==> config.mk <==
export PLATFORM = sky130hd
export DESIGN_NAME = velocity_pi_with_filter_top_flat
export DESIGN_NICKNAME = d
export VERILOG_FILES = /design/src/design/vpf_pkg.sv /design/src/design/vpf_in_if.sv /design/src/design/vpf_out_if.sv /design/src/design/vpf_mac.sv /design/src/design/vpf_div.sv /design/src/design/velocity_pi_with_filter_top.sv /design/src/flat_wrapper.sv
export VERILOG_INCLUDE_DIRS = /design/src /design/src/design
export SDC_FILE = /design/constraint.sdc
export NUM_CORES = 2
export LEC_CHECK = 0
export BUFFER_PORTS_ARGS = -buffer_cell sky130_fd_sc_hd__buf_4
export CORE_UTILIZATION = 70
export DETAILED_ROUTE_END_ITERATION = 16
export GPL_ROUTABILITY_DRIVEN = 0
export MAX_ROUTING_LAYER = met4
export PLACE_DENSITY = 0.88
export REMOVE_ABC_BUFFERS = 1
export SYNTH_ARGS = -nofsm -noshare
export SYNTH_HDL_FRONTEND = slang
export SYNTH_SLANG_ARGS = --single-unit
==> constraint.sdc <==
create_clock -name clk -period 21.7 [get_ports clk]
set_clock_uncertainty 0.2 [all_clocks]
set_input_delay 3.255 -clock clk [delete_from_list [all_inputs] [get_ports clk]]
set_output_delay 3.255 -clock clk [all_outputs]
set_load 0.005 [all_outputs]
==> src/design/velocity_pi_with_filter_top_macros.svh <==
// ----------------------------------------------------------------------------
// Assertion macros for the velocity PI controller
// Concurrent check helpers; they compile to nothing when SYNTHESIS is set.
// ----------------------------------------------------------------------------
`ifndef VELOCITY_PI_WITH_FILTER_TOP_MACROS_SVH
`define VELOCITY_PI_WITH_FILTER_TOP_MACROS_SVH

`ifndef SYNTHESIS

// same-cycle implication
`define VPF_ASSERT_IMP(label, clk, rst_n, ante, cons) \
  label: assert property (@(posedge clk) disable iff (!rst_n) (ante) |-> (cons)) \
    else $error("vpf assertion failed");

// next-cycle implication
`define VPF_ASSERT_NXT(label, clk, rst_n, ante, cons) \
  label: assert property (@(posedge clk) disable iff (!rst_n) (ante) |=> (cons)) \
    else $error("vpf assertion failed");

`else

`define VPF_ASSERT_IMP(label, clk, rst_n, ante, cons)
`define VPF_ASSERT_NXT(label, clk, rst_n, ante, cons)

`endif

`endif

==> src/design/vpf_pkg.sv <==
// ----------------------------------------------------------------------------
// vpf_pkg
// Types and constants shared by the velocity PI controller modules.
// ----------------------------------------------------------------------------
package vpf_pkg;

  localparam int MAC_A_W   = 32;
  localparam int MAC_B_W   = 22;
  localparam int MAC_P_W   = MAC_A_W + MAC_B_W;
  localparam int FILT_W    = 26;
  localparam int INTEG_W   = 32;
  localparam int SUM_W     = 34;
  localparam int ACC_W     = 50;
  localparam int DRIVE_W   = 16;
  localparam int GAIN_W    = 16;
  localparam int LIMIT_W   = 28;
  localparam int OFFSET_W  = 16;
  localparam int Q_W       = 17;
  localparam int X_W       = 20;
  localparam int X_SH      = 18;
  localparam int RECIP_SH  = 25;
  localparam int CFG_IDX_W = 2;
  localparam int CFG_DATA_W = 28;

  localparam logic signed [MAC_B_W-1:0] FILT_KEEP = 22'sd215;
  localparam logic signed [MAC_B_W-1:0] ERR_GAIN  = 22'sd41;
  // ceil(2^25 / 25): exact quotient by 25 for magnitudes below 2^20
  localparam logic signed [MAC_A_W-1:0] DRIVE_RECIP = 32'sd1342178;

  localparam logic signed [FILT_W-1:0]  FILT_MAX  = {1'b0, {(FILT_W-1){1'b1}}};
  localparam logic signed [FILT_W-1:0]  FILT_MIN  = {1'b1, {(FILT_W-1){1'b0}}};
  localparam logic signed [DRIVE_W-1:0] DRIVE_MAX = 16'sh7FFF;
  localparam logic signed [DRIVE_W-1:0] DRIVE_MIN = 16'sh8000;
  localparam logic [Q_W-1:0]            Q_POS_LIM = 17'd32767;
  localparam logic [Q_W-1:0]            Q_NEG_LIM = 17'd32768;

  typedef enum logic [CFG_IDX_W-1:0] {
    CFG_PROP_GAIN      = 2'd0,
    CFG_INTEG_GAIN     = 2'd1,
    CFG_INTEGRAL_LIMIT = 2'd2
  } cfg_idx_t;

  typedef enum logic [10:0] {
    S_IDLE = 11'b000_0000_0001,
    S_MF   = 11'b000_0000_0010,
    S_ME   = 11'b000_0000_0100,
    S_FS   = 11'b000_0000_1000,
    S_IS   = 11'b000_0001_0000,
    S_MI   = 11'b000_0010_0000,
    S_AC   = 11'b000_0100_0000,
    S_DS   = 11'b000_1000_0000,
    S_DM   = 11'b001_0000_0000,
    S_DV   = 11'b010_0000_0000,
    S_DONE = 11'b100_0000_0000
  } state_t;

endpackage

==> src/design/vpf_in_if.sv <==
// ----------------------------------------------------------------------------
// vpf_in_if
// Input channel: operation, wheel counts and motion offset.
// ----------------------------------------------------------------------------
interface vpf_in_if #(
  parameter int COUNT_WIDTH = 16
);
  logic                                  valid;
  logic                                  ready;
  logic                                  op;
  logic signed [COUNT_WIDTH-1:0]         left_count;
  logic signed [COUNT_WIDTH-1:0]         right_count;
  logic signed [vpf_pkg::OFFSET_W-1:0]   move_offset;

  modport source (output valid, op, left_count, right_count, move_offset, input ready);
  modport sink   (input valid, op, left_count, right_count, move_offset, output ready);
endinterface

==> src/design/vpf_out_if.sv <==
// ----------------------------------------------------------------------------
// vpf_out_if
// Result channel: motor drive and integrator clamp flag.
// ----------------------------------------------------------------------------
interface vpf_out_if;
  logic                                valid;
  logic                                ready;
  logic signed [vpf_pkg::DRIVE_W-1:0]  drive;
  logic                                integral_clamped;

  modport source (output valid, drive, integral_clamped, input ready);
  modport sink   (input valid, drive, integral_clamped, output ready);
endinterface

==> src/design/vpf_mac.sv <==
// ----------------------------------------------------------------------------
// vpf_mac
// Shared signed multiplier with a registered product.
// ----------------------------------------------------------------------------
module vpf_mac (
  input  logic                                  clk,
  input  logic signed [vpf_pkg::MAC_A_W-1:0]    op_a,
  input  logic signed [vpf_pkg::MAC_B_W-1:0]    op_b,
  output logic signed [vpf_pkg::MAC_P_W-1:0]    prod_r
);

  always_ff @(posedge clk) begin
    prod_r <= op_a * op_b;
  end

endmodule

==> src/design/vpf_div.sv <==
// ----------------------------------------------------------------------------
// vpf_div
// Drive scaling by 100*65536: latches the sign and the magnitude of the
// accumulator shifted down by 18, capped where the drive saturates anyway,
// and reads the quotient by 25 from its product with a fixed reciprocal.
// ----------------------------------------------------------------------------
module vpf_div (
  input  logic                                clk,
  input  logic                                load,
  input  logic signed [vpf_pkg::ACC_W-1:0]    acc,
  input  logic signed [vpf_pkg::MAC_P_W-1:0]  prod,
  output logic [vpf_pkg::X_W-1:0]             xmag_r,
  output logic                                neg_r,
  output logic [vpf_pkg::Q_W-1:0]             quot
);

  logic [vpf_pkg::ACC_W-1:0] mag;
  logic                      cap;

  assign mag = acc[vpf_pkg::ACC_W-1] ? vpf_pkg::ACC_W'(-acc) : vpf_pkg::ACC_W'(acc);
  assign cap = |mag[vpf_pkg::ACC_W-1:vpf_pkg::X_SH+vpf_pkg::X_W];

  always_ff @(posedge clk) begin
    if (load) begin
      neg_r  <= acc[vpf_pkg::ACC_W-1];
      xmag_r <= cap ? '1 : mag[vpf_pkg::X_SH+vpf_pkg::X_W-1:vpf_pkg::X_SH];
    end
  end

  assign quot = prod[vpf_pkg::RECIP_SH+vpf_pkg::Q_W-1:vpf_pkg::RECIP_SH];

endmodule

==> src/design/velocity_pi_with_filter_top.sv <==
// ----------------------------------------------------------------------------
// velocity_pi_with_filter_top
// Velocity PI loop with a first-order low-pass filter on the speed error and
// a clamped integrator; one drive value and one clamp flag per item.
// ----------------------------------------------------------------------------
// A run item holds the block from its transfer until the next item can be
// taken: five products go one after another through a single shared 32x22
// multiplier, the last of them scaling by 1/(100*65536) as the accumulator
// magnitude shifted down by 18 times a fixed reciprocal of 25. A clear item
// goes straight to the done state. The result sits in an output register, so
// the next item is taken while an earlier result still waits for its transfer;
// the block then holds its finished result until that register frees.
// ----------------------------------------------------------------------------
`include "velocity_pi_with_filter_top_macros.svh"

module velocity_pi_with_filter_top #(
  parameter int COUNT_WIDTH = 16
) (
  input  logic                                clk,
  input  logic                                rst_n,
  input  logic                                cfg_we,
  input  logic [vpf_pkg::CFG_IDX_W-1:0]       cfg_index,
  input  logic [vpf_pkg::CFG_DATA_W-1:0]      cfg_data,
  vpf_in_if.sink                              in_ch,
  vpf_out_if.source                           out_ch
);

  localparam int ERR_W = COUNT_WIDTH + 2;
  localparam int FS_W  = vpf_pkg::FILT_W + 7;

  vpf_pkg::state_t state_r, state_nxt;

  logic [vpf_pkg::GAIN_W-1:0]          kp_r;
  logic [vpf_pkg::GAIN_W-1:0]          ki_r;
  logic [vpf_pkg::LIMIT_W-1:0]         lim_r;

  logic signed [vpf_pkg::FILT_W-1:0]   f_r;
  logic signed [vpf_pkg::INTEG_W-1:0]  i_r;
  logic signed [ERR_W-1:0]             err_r;
  logic signed [vpf_pkg::OFFSET_W-1:0] off_r;
  logic signed [vpf_pkg::FILT_W-1:0]   t_r;
  logic signed [vpf_pkg::ACC_W-1:0]    acc_r;
  logic                                clamp_r;
  logic signed [vpf_pkg::DRIVE_W-1:0]  res_drive_r;

  logic                                out_valid_r;
  logic signed [vpf_pkg::DRIVE_W-1:0]  out_drive_r;
  logic                                out_clamp_r;

  logic signed [vpf_pkg::MAC_A_W-1:0]  mac_a;
  logic signed [vpf_pkg::MAC_B_W-1:0]  mac_b;
  logic signed [vpf_pkg::MAC_P_W-1:0]  prod;

  logic [vpf_pkg::X_W-1:0]             xmag;
  logic                                acc_neg;
  logic [vpf_pkg::Q_W-1:0]             quot;

  logic                                in_xfer;
  logic                                slot_free;
  logic signed [ERR_W-1:0]             err_in;
  logic signed [FS_W-1:0]              f_sum;
  logic signed [vpf_pkg::FILT_W-1:0]   f_sat;
  logic signed [vpf_pkg::SUM_W-1:0]    s_sum;
  logic signed [vpf_pkg::SUM_W-1:0]    lim_s;
  logic signed [vpf_pkg::INTEG_W-1:0]  lim_ext;
  logic [vpf_pkg::Q_W-1:0]             quot_neg;
  logic signed [vpf_pkg::DRIVE_W-1:0]  drive_val;

  vpf_mac u_mac (
    .clk    (clk),
    .op_a   (mac_a),
    .op_b   (mac_b),
    .prod_r (prod)
  );

  vpf_div u_div (
    .clk    (clk),
    .load   (state_r == vpf_pkg::S_DS),
    .acc    (acc_r),
    .prod   (prod),
    .xmag_r (xmag),
    .neg_r  (acc_neg),
    .quot   (quot)
  );

  assign in_xfer   = in_ch.valid && in_ch.ready;
  assign slot_free = !out_valid_r || out_ch.ready;

  assign in_ch.ready          = (state_r == vpf_pkg::S_IDLE);
  assign out_ch.valid         = out_valid_r;
  assign out_ch.drive         = out_drive_r;
  assign out_ch.integral_clamped = out_clamp_r;

  assign err_in = -(ERR_W'(in_ch.left_count) + ERR_W'(in_ch.right_count));

  always_comb begin
    mac_a = vpf_pkg::MAC_A_W'(f_r);
    mac_b = vpf_pkg::FILT_KEEP;
    unique case (state_r)
      vpf_pkg::S_ME: begin
        mac_a = vpf_pkg::MAC_A_W'(err_r);
        mac_b = vpf_pkg::ERR_GAIN;
      end
      vpf_pkg::S_IS: begin
        mac_a = vpf_pkg::MAC_A_W'(f_r);
        mac_b = vpf_pkg::MAC_B_W'($signed({1'b0, kp_r}));
      end
      vpf_pkg::S_MI: begin
        mac_a = i_r;
        mac_b = vpf_pkg::MAC_B_W'($signed({1'b0, ki_r}));
      end
      vpf_pkg::S_DM: begin
        mac_a = vpf_pkg::DRIVE_RECIP;
        mac_b = vpf_pkg::MAC_B_W'($signed({1'b0, xmag}));
      end
      default: begin
        mac_a = vpf_pkg::MAC_A_W'(f_r);
        mac_b = vpf_pkg::FILT_KEEP;
      end
    endcase
  end

  assign f_sum = FS_W'(t_r) + FS_W'(prod);
  always_comb begin
    if (f_sum[FS_W-1:vpf_pkg::FILT_W-1] != {(FS_W - vpf_pkg::FILT_W + 1){f_sum[FS_W-1]}}) begin
      f_sat = f_sum[FS_W-1] ? vpf_pkg::FILT_MIN : vpf_pkg::FILT_MAX;
    end else begin
      f_sat = f_sum[vpf_pkg::FILT_W-1:0];
    end
  end

  assign s_sum   = vpf_pkg::SUM_W'(i_r) + vpf_pkg::SUM_W'(f_r)
                 + vpf_pkg::SUM_W'($signed({off_r, 8'h00}));
  assign lim_s   = $signed({{(vpf_pkg::SUM_W - vpf_pkg::LIMIT_W){1'b0}}, lim_r});
  assign lim_ext = $signed({{(vpf_pkg::INTEG_W - vpf_pkg::LIMIT_W){1'b0}}, lim_r});

  assign quot_neg = vpf_pkg::Q_W'(0) - quot;
  always_comb begin
    if (acc_neg) begin
      drive_val = (quot > vpf_pkg::Q_POS_LIM) ?
                  vpf_pkg::DRIVE_MAX : $signed(quot[vpf_pkg::DRIVE_W-1:0]);
    end else begin
      drive_val = (quot > vpf_pkg::Q_NEG_LIM) ?
                  vpf_pkg::DRIVE_MIN : $signed(quot_neg[vpf_pkg::DRIVE_W-1:0]);
    end
  end

  always_comb begin
    state_nxt = state_r;
    unique case (state_r)
      vpf_pkg::S_IDLE: begin
        if (in_xfer) begin
          state_nxt = in_ch.op ? vpf_pkg::S_DONE : vpf_pkg::S_MF;
        end
      end
      vpf_pkg::S_MF: state_nxt = vpf_pkg::S_ME;
      vpf_pkg::S_ME: state_nxt = vpf_pkg::S_FS;
      vpf_pkg::S_FS: state_nxt = vpf_pkg::S_IS;
      vpf_pkg::S_IS: state_nxt = vpf_pkg::S_MI;
      vpf_pkg::S_MI: state_nxt = vpf_pkg::S_AC;
      vpf_pkg::S_AC: state_nxt = vpf_pkg::S_DS;
      vpf_pkg::S_DS: state_nxt = vpf_pkg::S_DM;
      vpf_pkg::S_DM: state_nxt = vpf_pkg::S_DV;
      vpf_pkg::S_DV: state_nxt = vpf_pkg::S_DONE;
      vpf_pkg::S_DONE: begin
        if (slot_free) begin
          state_nxt = vpf_pkg::S_IDLE;
        end
      end
      default: state_nxt = vpf_pkg::S_IDLE;
    endcase
  end

  always_ff @(posedge clk) begin
    if (!rst_n) begin
      state_r     <= vpf_pkg::S_IDLE;
      kp_r        <= '0;
      ki_r        <= '0;
      lim_r       <= '0;
      f_r         <= '0;
      i_r         <= '0;
      out_valid_r <= 1'b0;
    end else begin
      state_r <= state_nxt;

      if (cfg_we) begin
        unique case (vpf_pkg::cfg_idx_t'(cfg_index))
          vpf_pkg::CFG_PROP_GAIN:      kp_r  <= cfg_data[vpf_pkg::GAIN_W-1:0];
          vpf_pkg::CFG_INTEG_GAIN:     ki_r  <= cfg_data[vpf_pkg::GAIN_W-1:0];
          vpf_pkg::CFG_INTEGRAL_LIMIT: lim_r <= cfg_data[vpf_pkg::LIMIT_W-1:0];
          default: ;
        endcase
      end

      if (state_r == vpf_pkg::S_IDLE && in_xfer && in_ch.op) begin
        f_r <= '0;
        i_r <= '0;
      end
      if (state_r == vpf_pkg::S_FS) begin
        f_r <= f_sat;
      end
      if (state_r == vpf_pkg::S_IS) begin
        if (s_sum > lim_s) begin
          i_r <= lim_ext;
        end else if (s_sum < -lim_s) begin
          i_r <= -lim_ext;
        end else begin
          i_r <= s_sum[vpf_pkg::INTEG_W-1:0];
        end
      end

      if (state_r == vpf_pkg::S_DONE && slot_free) begin
        out_valid_r <= 1'b1;
      end else if (out_ch.ready) begin
        out_valid_r <= 1'b0;
      end
    end
  end

  always_ff @(posedge clk) begin
    if (state_r == vpf_pkg::S_IDLE && in_xfer) begin
      err_r       <= err_in;
      off_r       <= in_ch.move_offset;
      clamp_r     <= 1'b0;
      res_drive_r <= '0;
    end
    if (state_r == vpf_pkg::S_ME) begin
      t_r <= prod[vpf_pkg::FILT_W+7:8];
    end
    if (state_r == vpf_pkg::S_IS) begin
      clamp_r <= (s_sum > lim_s) || (s_sum < -lim_s);
    end
    if (state_r == vpf_pkg::S_MI) begin
      acc_r <= vpf_pkg::ACC_W'(prod);
    end
    if (state_r == vpf_pkg::S_AC) begin
      acc_r <= acc_r + vpf_pkg::ACC_W'(prod);
    end
    if (state_r == vpf_pkg::S_DV) begin
      res_drive_r <= drive_val;
    end
    if (state_r == vpf_pkg::S_DONE && slot_free) begin
      out_drive_r <= res_drive_r;
      out_clamp_r <= clamp_r;
    end
  end

  `VPF_ASSERT_NXT(a_clamp_at_limit, clk, rst_n, state_r == vpf_pkg::S_IS,
                  !clamp_r || i_r == lim_ext || i_r == -lim_ext)
  `VPF_ASSERT_NXT(a_out_hold, clk, rst_n, out_valid_r && !out_ch.ready,
                  out_valid_r && $stable(out_drive_r) && $stable(out_clamp_r))
  `VPF_ASSERT_NXT(a_clear_goes_done, clk, rst_n, in_xfer && in_ch.op,
                  state_r == vpf_pkg::S_DONE && res_drive_r == '0 && !clamp_r)
  `VPF_ASSERT_NXT(a_result_loaded, clk, rst_n, state_r == vpf_pkg::S_DONE && slot_free,
                  out_valid_r && state_r == vpf_pkg::S_IDLE)

endmodule

==> src/flat_wrapper.sv <==
// flat-port wrapper written by rule: the top's interface ports become plain ports
module velocity_pi_with_filter_top_flat 
#(
  parameter int COUNT_WIDTH = 16
)
  (clk, rst_n, cfg_we, cfg_index, cfg_data, in_ch_valid, in_ch_op, in_ch_left_count, in_ch_right_count, in_ch_move_offset, in_ch_ready, out_ch_valid, out_ch_drive, out_ch_integral_clamped, out_ch_ready);
  vpf_in_if #(.COUNT_WIDTH(COUNT_WIDTH)) in_ch_i ();
  vpf_out_if out_ch_i ();
  input  logic clk;
  input  logic rst_n;
  input  logic cfg_we;
  input  logic [vpf_pkg::CFG_IDX_W-1:0] cfg_index;
  input  logic [vpf_pkg::CFG_DATA_W-1:0] cfg_data;
  input wire logic [$bits(in_ch_i.valid)-1:0] in_ch_valid;
  input wire logic [$bits(in_ch_i.op)-1:0] in_ch_op;
  input wire logic [$bits(in_ch_i.left_count)-1:0] in_ch_left_count;
  input wire logic [$bits(in_ch_i.right_count)-1:0] in_ch_right_count;
  input wire logic [$bits(in_ch_i.move_offset)-1:0] in_ch_move_offset;
  output wire logic [$bits(in_ch_i.ready)-1:0] in_ch_ready;
  output wire logic [$bits(out_ch_i.valid)-1:0] out_ch_valid;
  output wire logic [$bits(out_ch_i.drive)-1:0] out_ch_drive;
  output wire logic [$bits(out_ch_i.integral_clamped)-1:0] out_ch_integral_clamped;
  input wire logic [$bits(out_ch_i.ready)-1:0] out_ch_ready;
  assign in_ch_i.valid = in_ch_valid;
  assign in_ch_i.op = in_ch_op;
  assign in_ch_i.left_count = in_ch_left_count;
  assign in_ch_i.right_count = in_ch_right_count;
  assign in_ch_i.move_offset = in_ch_move_offset;
  assign in_ch_ready = in_ch_i.ready;
  assign out_ch_valid = out_ch_i.valid;
  assign out_ch_drive = out_ch_i.drive;
  assign out_ch_integral_clamped = out_ch_i.integral_clamped;
  assign out_ch_i.ready = out_ch_ready;
  velocity_pi_with_filter_top #(.COUNT_WIDTH(COUNT_WIDTH)) u_core (.clk(clk), .rst_n(rst_n), .cfg_we(cfg_we), .cfg_index(cfg_index), .cfg_data(cfg_data), .in_ch(in_ch_i), .out_ch(out_ch_i));
endmodule
* Yosys cells after proc, flatten, opt, wreduce, memory -nomap -nowiden
Cells that the tools add are included.
** Word-level totals
- Flip-flop bits (word level) :: 345
- Output and inout port bits :: 19
** Operators by class
- Multiplexer cells :: 26
- Reduce and logical (&&, ||, !) cells :: 19
- Multipliers :: 1
- $add $sub $neg :: 10
- Eq/ne operators :: 16
- $lt $le $gt $ge :: 4
** Operators with widths (count)
- two-way mux 50 bit :: 3
- two-way mux 32 bit :: 4
- one-hot mux 11 bit (11 select lines) :: 1
- two-way mux 26 bit :: 4
- one-hot mux 32 bit (3 select lines) :: 1
- two-way mux 16 bit :: 5
- one-hot mux 20 bit (4 select lines) :: 1
- adder 50 bit :: 1
- multiplier 32 x 21 -> 50 bit :: 1
- negation 50 bit :: 1
- adder 33 x 24 -> 34 bit :: 1
- > comparator 34 x 29 -> 1 bit :: 1
- < comparator 34 bit :: 1
- negation 28 -> 34 bit :: 1
- adder 26 x 33 -> 33 bit :: 1
- adder 32 x 26 -> 33 bit :: 1
- two-way mux 11 bit :: 3
- negation 28 -> 32 bit :: 1
- negation 18 bit :: 1
- adder 16 x 16 -> 17 bit :: 1
- > comparator 17 x 15 -> 1 bit, second input constant :: 1
- > comparator 17 x 16 -> 1 bit, second input constant :: 1
- subtractor 1 x 16 -> 16 bit, first input constant :: 1
- nonzero test 2 bit :: 6
- other kinds (23) :: 33

* Longest topological paths before layout
- Word-level depth :: 6
- Mapped depth :: 37

* By module
From an unflattened synthesis, not the netlist that was laid out.
** Second synthesis, totals
- Cells, all modules :: 5476
- Area, all modules :: 49322.3 µm²
** Modules (own cells, without submodules)
- vpf_mac :: instances 1, area an instance 25931.1 µm², sequential area each 1081.0 µm², cells each 2806
- velocity_pi_with_filter_top :: instances 1, area an instance 21164.0 µm², sequential area each 6926.6 µm², cells each 2426
- vpf_div :: instances 1, area an instance 2227.1 µm², sequential area each 630.6 µm², cells each 244

* Worst setup path after synthesis
Ideal clock, no wire load.
- Path type :: flip-flop to flip-flop
- Start point :: register u_core.state_r[0]
- End point :: register u_core.u_mac.prod_r[46] in the netlist's numbering
- Cell stages (with the launch flop) :: 34
- Data required time :: 21.428 ns
- Arrival time :: 9.276 ns
- Library setup time :: 0.072 ns
- Path slack :: 12.152 ns
- Cell sequence :: dfxtp_1 -> nor4_1 -> nand2_1 -> nor2_1 -> nand2_1 -> nor3b_1 -> clkbuf_1 -> buf_1 -> a221oi_1 -> clkbuf_1 -> nor2_1 -> fa_1 -> fa_1 -> inv_1 -> fa_1 -> inv_1 -> fa_1 -> inv_1 -> fa_1 -> inv_1 -> fa_1 -> inv_1 -> fa_1 -> inv_1 -> ha_1 -> o21a_1 -> o21ai_0 -> o31ai_1 -> a211oi_1 -> or4_1 -> nand2_1 -> a21oi_1 -> o31ai_1 -> xor2_1
** Between the ends
- Cells in the longest elaborated chain, start to end :: 3
- Elaborated cells on any way between the ends :: 7
** Ends and longest elaborated chain
- start, declared :: RTL line velocity_pi_with_filter_top.sv:31 : vpf_pkg::state_t state_r, state_nxt;
- start signal, assigned :: RTL line velocity_pi_with_filter_top.sv:176 : state_r <= vpf_pkg::S_IDLE;
- start signal, assigned :: RTL line velocity_pi_with_filter_top.sv:184 : state_r <= state_nxt;
- == test 11 x 9 -> 1 bit (tied with other cells) :: RTL line velocity_pi_with_filter_top.sv:99 : unique case (state_r)
- one-hot mux 20 bit (4 select lines) or one-hot mux 32 bit (3 select lines) (tied branches) :: RTL line velocity_pi_with_filter_top.sv:99
- multiplier 32 x 21 -> 50 bit (*) :: RTL line vpf_mac.sv:13 : prod_r <= op_a * op_b;
- end signal, assigned :: RTL line vpf_mac.sv:13
- end, declared :: RTL line vpf_mac.sv:9 : output logic signed [vpf_pkg::MAC_P_W-1:0] prod_r
Every way passes the cells marked *; elsewhere a longest branch is shown, timed or not.
A chain may end at the register's enable or synchronous reset.

* Worst setup path after layout
- Start point :: register u_core.state_r[2]
- End point :: register u_core.u_mac.prod_r[45] in the netlist's numbering
Same word-level chain as after synthesis.

==> results by group <==
Synth
  • Top FF cell, synth: dfxtp_1
  • Synth async-reset ratio: 0
  • Syn Area/Cell: roughly 8.9 um2
  • Synth top area share: 0.286
  • Cell with the most instances after synthesis: inv_1
  • Post-synthesis cell count: roughly 5000
  • Commonest cells post-synth: inv_1 (739), fa_1 (640), nand2_1 (577), nor2_1 (536), ha_1 (330)
  • Synth warnings: 0
  • Seq/Total Area, Yosys: 0.191
  • Area leader, netlist: fa_1
  • Distinct cells, synth: between 100 and 150
  • Synth Register Bits: around 350
  • Largest cells by area after synthesis: fa_1 (29%), edfxtp_1 (11%), ha_1 (9.2%)
  • Mapped Area: 0.0448 mm2
  • Number of synthesized flops with an enable pin: 165

Route
  • 1st-iter DRT viols: 3855
  • Post-route ant nets: 0
  • Via density: between 6 and 7
  • Drt first pass iters: 9
  • WL final: 126 mm
  • Wire length per cell: around 21 um
  • Via Count: 37184
  • Residual DRC: 0

Finish
  • Register area: 0.00856 mm2
  • NumNets Final: ~6100
  • Util after Layout: 0.756
  • Share of cells above drive strength 1: 0.0616
  • Multi-input gate area: 0.0330 mm2
  • FILL cells: ~4200
  • Area Overhead vs Synth: 6.70%

Place
  • # port buffers: 102
  • Post-detail-place hpwl: between 90 and 100 mm

Pwr
  • Static Leakage: ~22 nW
  • Maximum VDD drop: 0.0561 mV
  • Power Density: just over 50 mW/mm2

Clocking
  • Clk sinks: 345
  • Post-CTS Setup Bufs: 0
  • Total CTS buffers: 39
  • Clock root cell: clkbuf_16
  • H-tree depth: 2
  • Clock buffer depth: 3
  • Worst-skew pair later-pin latency: between 0.5 and 0.6 ns
  • CTS hold repair buffers: 0
  • Clock transition at the registers of the reported paths: around 0.060 ns
  • Resize count post-CTS: 0
  • CTS tree: yes

Global route
  • Total GRT Usage: 0.415
  • Largest net degree at the start of global routing: a little under 90
  • Antenna violations before repair: 3
  • Total grt overflow: 0
  • Vias in the first global route: between 30000 and 40000
  • First-pass GRT wire length: between 200 and 250 mm

Worst hold path
  • Min-delay worst type: flop to flop

Timing
  • Max Freq: around 88 MHz
  • Tmin final: 11.32 ns
  • Unrepaired setup endpoints after global routing: false
  • Tightest Pin Transition: between 1 and 1.5 ns
  • Final hold vios: 0
  • Final Setup Violations: 0
  • Final Cycle Share: 0.522
  • Total negative slack: 0 ns
  • Relative max-transition margin: 0.163
  • Slew Viols, Final: 0

Critical path
  • Slowest CP cell: and3_1
  • Crit end category: flop
  • Crit path buf inv count: 5
  • Worst setup path class: flop to flop
  • Cell mode on critical path: fa_1
  • Reg2Reg Setup Slack: 10.38 ns
  • Worst Path Max Fanout: a little over 60
  • Critical Path Start Type: flop
  • Crit path required time: around 22 ns
  • Delay-heaviest family, CP: adder cells
  • Worst Path Arrival: 11.64 ns
  • Max incr delay on CP: 1.04 ns

Floorplan
  • Die ar.: 0.0650 mm2
  • Initial core utilization: 0.709
  • Io pins: just over 100
  • Die W: 255 um
  • Core Box Area: about 0.063 mm2
  • Num rows: 92
  • Die Y: between 200 and 300 um

Run status
  • Status: complete, no violations

Job
  • # Max-Cap Violations: 0
[flip-flops by register name, indices dropped and copies added (netlist names), 18 cells and up]
name / flops
u_core.acc_r: 50
u_core.u_mac.prod_r: 50
u_core.i_r: 32
u_core.lim_r: 28
u_core.f_r: 26
u_core.t_r: 26
u_core.u_div.xmag_r: 20
u_core.err_r: 18
[metal layers]
metal,GRT usage,share of wire
met4,0.213,0.064
met5,-,0
met1,0.505,0.36
met2,0.626,0.44
met3,0.124,0.13
[cells by family after synthesis]
kind of cell / share of synthesized area
AND/OR/NAND/NOR: 0.159
XOR/XNOR: 0.0420
multiplexers: 0.00997
adder cells (fa/ha/maj): 0.378
AO/OA/AOI/OAI: 0.139
other: 0.000168
flip-flops: 0.191
buffers and inverters: 0.0803
[area by class of cell]
type                       instances  share of cell area
tap                              846              0.0222
inverter                         739              0.0580
clock inverter                    19             0.00335
sequential                       345               0.179
clock buffer                      52              0.0232
multi-input combinational       3811               0.691
antenna                            1           0.0000524
timing repair buffer             149              0.0234
[cells in the final DEF (no fill, tap or decap), types with 74 or more instances in the layout]
cell,count
xnor2_1,134
nor2_1,536
buf_4,149
fa_1,640
ha_1,330
o21ai_0,155
xor2_1,81
nand3_1,95
nand2_1,576
a21oi_1,231
inv_1,739
edfxtp_1,165
dfxtp_1,180
a21boi_0,74
conb_1,82
a21o_1,106
[worst reg2reg max path, delay by kind of cell, from the launching register on]
| kind | cells | cell delay (ns) |
|---|---|---|
| adder cells (fa/ha/maj) | 8 | 4.06 |
| XOR/XNOR | 1 | 0.13 |
| buffers and inverters | 5 | 0.75 |
| AO/OA/AOI/OAI | 9 | 2.03 |
| flip-flops | 1 | 0.36 |
| AND/OR/NAND/NOR | 9 | 3.75 |
[where the power goes]
group          switching (W)  internal [W]
Clock               0.000296      0.000376
Sequential         0.0000708      0.000736
Combinational       0.000587      0.000408
Total               0.000954       0.00152
[per-stage QoR]
step	cells	power [W]	area, um2	worst slack, ns	hold slack, ns
after floorplan	4895	0.00151	44300	9.16	0.200
after global placement	5890	0.00173	46500	11.22	0.203
after detailed placement	5890	0.00177	46500	10.83	0.206
after CTS	5961	0.00244	47800	10.66	0.220
after global routing	5962	0.00260	47800	10.01	0.224
final	5962	0.00248	47800	10.38	0.218
[path summary, 6_finish.rpt]
check                         start                       to  cells past startpoint
max               u_core.state_r[2]  u_core.u_mac.prod_r[45]                     32
min          u_core.res_drive_r[14]  u_core.out_ch.drive[14]                      0
max reg2reg       u_core.state_r[2]  u_core.u_mac.prod_r[45]                     32
min reg2reg  u_core.res_drive_r[14]  u_core.out_ch.drive[14]                      0
Note: power is estimated with default switching activity, not from simulation.
